<file path="config.mk">
export PLATFORM = sky130hd
export DESIGN_NAME = cpr_sqrt_cell
export DESIGN_NICKNAME = d
export VERILOG_FILES = /design/src/sv/cpr_pkg.sv /design/src/sv/cpr_sqrt_cell.sv
export SDC_FILE = /design/constraint.sdc
export NUM_CORES = 1
export LEC_CHECK = 0
export BUFFER_PORTS_ARGS = -buffer_cell sky130_fd_sc_hd__buf_2
export CORE_AREA = 2 2 145 147
export DETAILED_ROUTE_END_ITERATION = 12
export DIE_AREA = 0 0 147 149
export PLACE_DENSITY = 0.67
export SYNTH_ARGS = -nofsm -noshare
export SYNTH_HDL_FRONTEND = slang
export SYNTH_SLANG_ARGS = --single-unit
</file>
<file path="constraint.sdc">
create_clock -name clk -period 6.8 [get_ports clk]
set_input_delay 0 -clock clk [delete_from_list [all_inputs] [get_ports clk]]
set_output_delay 0 -clock clk [all_outputs]
set_load 0.01 [all_outputs]
</file>
<file path="src/sv/cpr_pkg.sv">
// Package for the cone and plane raster generator.
// Holds widths, register indexes, figure codes and the cell-chain item types.
// No dependencies.
package cpr_pkg;

  localparam int CFG_IDX_W = 3;
  localparam int CFG_DAT_W = 16;

  localparam logic [CFG_IDX_W-1:0] REG_KIND   = 3'd0;
  localparam logic [CFG_IDX_W-1:0] REG_COUNT  = 3'd1;
  localparam logic [CFG_IDX_W-1:0] REG_SIZE   = 3'd2;
  localparam logic [CFG_IDX_W-1:0] REG_SINE   = 3'd3;
  localparam logic [CFG_IDX_W-1:0] REG_COSINE = 3'd4;

  localparam logic [1:0] KIND_UP    = 2'd0;
  localparam logic [1:0] KIND_DOWN  = 2'd1;
  localparam logic [1:0] KIND_PLANE = 2'd2;

  localparam logic [12:0] MIN_CELLS = 13'd2;
  localparam logic [12:0] MAX_CELLS = 13'd4096;

  // Square root: 60-bit radicand (sum of squares < 2^59), 30 result bits.
  localparam int SQ_W     = 60;
  localparam int SQ_CELLS = SQ_W / 2;

  typedef struct packed {
    logic               valid;
    logic               plane;
    logic               neg;
    logic               no_data;
    logic signed [31:0] pval;
  } side_t;

  typedef struct packed {
    logic [SQ_W-1:0] rem;
    logic [SQ_W-1:0] root;
  } sq_t;

endpackage

</file>
<file path="src/sv/cpr_sqrt_cell.sv">
// One cell of the square-root chain: resolves one result bit per item.
// Depends on cpr_pkg (side_t, sq_t, SQ_W).
module cpr_sqrt_cell #(
  parameter int STAGE = 0
) (
  input  logic          clk,
  input  logic          rst,
  input  cpr_pkg::side_t side_in,
  input  cpr_pkg::sq_t   sq_in,
  output cpr_pkg::side_t side_out,
  output cpr_pkg::sq_t   sq_out
);
  import cpr_pkg::*;

  localparam logic [SQ_W-1:0] BIT = SQ_W'(1) << (SQ_W - 2 - 2 * STAGE);

  logic [SQ_W-1:0] trial;
  sq_t             sq_next;

  always_comb begin
    trial = sq_in.root + BIT;
    if (sq_in.rem >= trial) begin
      sq_next.rem  = sq_in.rem - trial;
      sq_next.root = (sq_in.root >> 1) + BIT;
    end else begin
      sq_next.rem  = sq_in.rem;
      sq_next.root = sq_in.root >> 1;
    end
  end

  always_ff @(posedge clk) begin
    if (rst) begin
      side_out.valid <= 1'b0;
    end else begin
      side_out.valid <= side_in.valid;
    end
    side_out.plane   <= side_in.plane;
    side_out.neg     <= side_in.neg;
    side_out.no_data <= side_in.no_data;
    side_out.pval    <= side_in.pval;
    sq_out           <= sq_next;
  end

endmodule
</file>
==> results.json, run 1 <==
{
  "worst-setup-path-type": "in -> reg",
  "met3_usage_pct": 4.10,
  "cts_buffer_depth": 2,
  "final_util_pct": 57.5,
  "core_mm2": 0.0206,
  "gr-usage-met1_pct": 28.1,
  "path_max_fanout": 91,
  "clock-sinks": 156,
  "die_area_mm2": 0.0219,
  "synthArstFlopShare_pct": 0,
  "grt_max_degree": 92,
  "wirelength_um": 26800,
  "cts_setup_buffers": 0,
  "required_ns": 7.13,
  "firstDrtPassIters": 5,
  "pin_count": 314,
  "die_h_um": 149,
  "final_nets": 1607,
  "postRouteAntennaNets": 0,
  "avgSynthCellArea_um2": 8.46,
  "use_met2_pct": 43.3,
  "worst_slew_pin_slew_ns": 1.06,
  "finalHoldViolCount": 0,
  "hp-class": "in -> reg",
  "num_rows": 53,
  "power.share.clock_pct": 34.0,
  "relSlewSlack_pct": 29.3,
  "p_seq_share_pct": 37.1,
  "drt_iter0_markers": 454,
  "grt_pass1_vias": 8235,
  "grt_first_pass_wirelength_um": 41300,
  "synth_cells": 941,
  "outcome": "finished clean",
  "combPwrFrac_pct": 28.9,
  "drv_slew": 0,
  "critical_path.startpoint_type": "input pin",
  "htree_levels": 4,
  "synth_edf_count": 0,
  "hold_end": "sq_out[61]$_DFF_P_",
  "p_total_mw": 2.82,
  "initial_core_util_pct": 38.7,
  "viasPerCell": 5.02,
  "fin_crit_sh_pct": 57.0,
  "p_int_mw": 1.87,
  "worst_setup_path_end_kind": "flip-flop",
  "p_switching_mw": 0.957,
  "synth_ff_type": "dfxtp_1",
  "cts_tree": "done",
  "fin_cells": 1677,
  "synthToLayoutAreaGrowth_pct": 48.6,
  "synth_nets": 1160,
  "overflow": 0,
  "yosysTopAreaCellShare_pct": 39.3,
  "ir_worst_vdd_v": 0.000171,
  "gr-usage-all-layers_pct": 23.7,
  "synthTopCellsByArea": "dfxtp_1 39%, ha_1 9.4%, a21oi_1 6.7%",
  "drc": 0,
  "drive_above_1_share_pct": 26.7,
  "powerDensity_mw_per_mm2": 239,
  "period_minus_slack_ns": 3.88,
  "ctsRootBufferMaster": "clkbuf_16",
  "wl_per_cell_um": 16.0,
  "place_congestion": 0.894,
  "hold_buffers": 157,
  "routed-via-count": 8417,
  "path_clk_slew_ns": 0.07,
  "worst_hold_path.num_cells": 4,
  "p_sw_share_pct": 33.9,
  "synth_area_mm2": 0.00796,
  "dp_hpwl_um": 19200,
  "post_cts_resized": 0,
  "cap_violations": 0,
  "dieWidth_um": 147,
  "hp-start": "sq_in[0]",
  "setup_violations": 0,
  "top_usage_layer": "met2",
  "ys_ff_latch": 156,
  "dpl.cell_count": 1487,
  "port_buffers": 313,
  "synth_top_cell_by_area": "dfxtp_1",
  "cts_buffers": 17,
  "synth_cell_types": 66,
  "p_leak_nw": 5.73,
  "tns_ns": 0,
  "crit_arrival_ns": 4.20,
  "antenna_found_initial": 1,
  "ys_seq_area_share_pct": 39.3,
  "yosys_warnings": 0,
  "clock.fmax_ghz": 0.258,
  "rsz0062_at_grt": "no"
}
flip-flops by register name, indices dropped and copies added, names as in the netlist:
register and count:
side_out 36, sq_out 120
power groups by stage:
stage | logic [mW] | clock network, mW | registers [mW]
6_report | 0.816 | 0.962 | 1.05
5_1_grt | 0.891 | 1.01 | 1.06
4_1_cts | 0.811 | 0.974 | 1.05
3_5_place_dp | 0.733 | 0 | 1.07
3_3_place_gp | 0.727 | 0 | 1.07
2_1_floorplan | 0.414 | 0 | 1.12
layer usage:
| metal | vias to the layer above | wire length [um] |
|---|---|---|
| met4 | 0 | 572 |
| met3 | 40 | 1430 |
| met2 | 303 | 13500 |
| met1 | 3880 | 11300 |
| met5 | - | 0 |
| li1 | 4194 | - |
metrics by stage:
| stage | setup slack [ns] | hold slack [ns] | instance area [um^2] |
|---|---|---|---|
| 2_1_floorplan | 4.50 | 0.0277 | 7960 |
| 3_3_place_gp | 3.42 | 0.103 | 9660 |
| 3_5_place_dp | 3.43 | 0.104 | 9660 |
| 4_1_cts | 2.88 | 0.0821 | 11800 |
| 5_1_grt | 2.55 | 0.0997 | 11800 |
| 6_report | 2.92 | 0.0948 | 11800 |
layout make-up:
cell class,instances,area (um^2)
fill,1825,8730
clock buffer,17,425
inverter,83,312
tap,275,344
clock inverter,15,169
multi-input combinational,659,4310
sequential,156,3120
antenna,1,2.50
timing repair buffer,471,3150
worst max-delay path: stages:
cell           delay [ns]
dlygate4sd3_1        0.55
buf_2                0.14
ha_1                 0.45
nand4_1              0.33
nor4_1               0.34
nand2_1              0.13
o21ai_1              0.28
nor4b_4              0.08
nor3_2               0.26
or2_4                0.88
a21oi_1              0.15
dlygate4sd3_1        0.60
cells in the mapped netlist, drive strengths merged (12+ instances only):
cell type	number
dfxtp	156
a21oi	122
nor2	84
inv	83
nand2	79
ha	60
o21ai	44
nand4	30
xnor2	27
a21o	26
buf	23
clkbuf	20
xor2	20
o21bai	17
nor3	12
layout by cell type (no fill, tap or decap), types with 17 or more instances in the layout:
cell type | netlist | routed
nand4_1 | 30 | 30
nor2_1 | 84 | 83
dlygate4sd3_1 | 0 | 157
xor2_1 | 20 | 20
a21o_1 | 26 | 26
buf_2 | 18 | 313
clkbuf_16 | 0 | 17
inv_1 | 83 | 83
xnor2_1 | 27 | 27
o21ai_0 | 34 | 34
nand2_1 | 79 | 79
ha_1 | 60 | 60
a21oi_1 | 106 | 106
dfxtp_1 | 156 | 156
worst max-delay path by stage:
stage          startpoint             endpoint  slack (ns)  cells past startpoint
6_report        sq_in[99]   sq_out[60]$_DFF_P_        2.92                     12
5_1_grt         sq_in[39]   sq_out[60]$_DFF_P_        2.55                     13
4_1_cts         sq_in[99]   sq_out[60]$_DFF_P_        2.88                     12
3_5_place_dp    sq_in[39]   sq_out[88]$_DFF_P_        3.43                     12
3_3_place_gp    sq_in[39]   sq_out[88]$_DFF_P_        3.42                     12
2_1_floorplan   sq_in[30]  sq_out[113]$_DFF_P_        4.50                     12
cell families (layout without fill, tap and decap cells):
family / after synthesis / after routing / synth area share (%)
xor gates and xnor gates: 47 / 47 / 5.17
and+or+nand+nor: 264 / 264 / 15.9
buffers and inverters: 126 / 586 / 6.70
other: 0 / 1 / 0
DFF: 156 / 156 / 39.3
AOI/OAI and AO/OA: 287 / 287 / 23.3
adders and majority gates: 61 / 61 / 9.69
Power figures use the tool's default switching activity.
==> run 2: changes to the inputs <==
==> constraint.sdc (replaced) <==
create_clock -name clk -period 3.9 [get_ports clk]
set_input_delay 0 -clock clk [delete_from_list [all_inputs] [get_ports clk]]
set_output_delay 0 -clock clk [all_outputs]
set_load 0.01 [all_outputs]
==> results.json, run 2 (same netlist as run 1, synthesis figures left out) <==
{
  "outcome": "finished clean",
  "drt_iter0_markers": 448,
  "dr_wl_met3_um": 1440,
  "n_fill_cell": 1837,
  "cap_violations": 0,
  "wirelength_um": 26700,
  "final_util_pct": 57.8,
  "grt_pass1_vias": 8364,
  "drc": 0,
  "p_leak_nw": 5.77,
  "critical_path.startpoint_type": "input pin",
  "initial_core_util_pct": 38.7,
  "hp-class": "in -> reg",
  "post_cts_resized": 0,
  "dieWidth_um": 147,
  "top_register": "sq_out",
  "drv_slew": 0,
  "path_clk_slew_ns": 0.07,
  "ctsRootBufferMaster": "clkbuf_16",
  "core_mm2": 0.0206,
  "fin_cells": 1680,
  "cts_buffers": 17,
  "grt_first_pass_wirelength_um": 41600,
  "fin_crit_sh_pct": 88.8,
  "top_regs": "sq_out x120, side_out x36",
  "port_buffers": 313,
  "p_sw_share_pct": 33.4,
  "required_ns": 4.28,
  "postRouteAntennaNets": 0,
  "setup_violations": 0,
  "final_common_cell": "buf_2",
  "powerDensity_mw_per_mm2": 421,
  "grt_max_degree": 46,
  "p_switching_mw": 1.67,
  "final_nets": 1611,
  "period_minus_slack_ns": 3.46,
  "gr-usage-all-layers_pct": 23.7,
  "p_seq_share_pct": 36.4,
  "clock.fmax_ghz": 0.289,
  "wl_per_cell_um": 15.9,
  "relSlewSlack_pct": 51.5,
  "die_h_um": 149,
  "die_area_mm2": 0.0219,
  "p_int_mw": 3.33,
  "dpl.cell_count": 1491,
  "cts_buffer_depth": 2,
  "final_cell_mix": "313 x buf_2, 157 x dlygate4sd3_1, 156 x dfxtp_1",
  "antenna_found_initial": 0,
  "clock-sinks": 156,
  "place_congestion": 0.923,
  "routed-via-count": 8516,
  "drt-met1-wl_um": 11500,
  "power.share.clock_pct": 34.8,
  "antenna-diode-count": 0,
  "viasPerCell": 5.07,
  "htree_levels": 4,
  "dp_hpwl_um": 19100,
  "worst_slew_pin_slew_ns": 0.722,
  "largest_reg_flops": 120,
  "overflow": 0,
  "pin_count": 314,
  "tns_ns": 0,
  "rsz0062_at_grt": "no",
  "cts_tree": "done",
  "num_rows": 53,
  "drive_above_1_share_pct": 26.9,
  "top_layer_used": "met4",
  "crit_arrival_ns": 3.85,
  "met2_length_um": 13200,
  "combPwrFrac_pct": 28.8,
  "path_max_fanout": 45,
  "firstDrtPassIters": 7,
  "finalHoldViolCount": 0,
  "worst_setup_path_end_kind": "flip-flop",
  "ir_worst_vdd_v": 0.000315,
  "p_total_mw": 5.01,
  "synthToLayoutAreaGrowth_pct": 49.4,
  "worst-setup-path-type": "in -> reg"
}
[run 2: cell types whose count changed in the layout (fill, tap and decap cells not counted), sizes merged]
cell      before  now
buf          314  318
bufinv         0    1
clkinv         6    5
clkinvlp       2    0
diode          1    0
inv           90   92
[run 2: timing repair]
action                                 in CTS  in global routing
endpoints found under the hold margin     156                  0
buffers inserted                            0                  0
hold buffers                              157                  0
[run 2: final cells by class]
class | count | area, um^2 | share of cell area (%)
clock buffer | 17 | 425 | 3.58
clock inverter | 15 | 188 | 1.58
inverter | 83 | 312 | 2.62
multi-input combinational | 659 | 4310 | 36.2
sequential | 156 | 3120 | 26.3
tap | 275 | 344 | 2.90
timing repair buffer | 475 | 3190 | 26.8
[run 2: per-stage QoR]
step / hold slack [ns] / setup slack (ns) / instance area (um^2)
6_report: 0.119 / 0.437 / 11900
5_1_grt: 0.151 / 0.0887 / 11900
4_1_cts: 0.119 / 0.440 / 11900
3_5_place_dp: 0.104 / 0.794 / 9700
3_3_place_gp: 0.103 / 0.821 / 9700
2_1_floorplan: 0.0277 / 1.60 / 7960
[run 2: power by group through the flow]
stage                     combinational (mW)  sequential (mW)  clock [mW]
after floorplan                        0.723             1.96           0
after global placement                  1.28             1.86           0
after detailed placement                1.29             1.86           0
after CTS                               1.43             1.82        1.77
after global routing                    1.58             1.84        1.84
final                                   1.44             1.82        1.74
[run 2: worst paths after layout]
| path | startpoint | endpoint | slack (ns) | cells after the start |
|---|---|---|---|---|
| max | sq_in[32] | sq_out[60]$_DFF_P_ | 0.44 | 14 |
| min | sq_in[0] | sq_out[61]$_DFF_P_ | 0.12 | 4 |
[run 2: critical path, cell delays in order]
cell           delay [ns]
dlygate4sd3_1        0.52
buf_2                0.11
inv_1                0.05
ha_1                 0.52
and4_1               0.31
and4_1               0.23
nand4_1              0.13
o21ai_1              0.31
nor4b_4              0.08
nor3_2               0.25
or2_4                0.52
nor2_1               0.08
a21oi_1              0.14
dlygate4sd3_1        0.57
[run 2: layer usage]
metal  vias to the layer above  track usage [%]
li1                       4216                -
met1                      3934             28.6
met2                       314             42.2
met3                        52             4.98
met4                         0             8.03
met5                         -                0
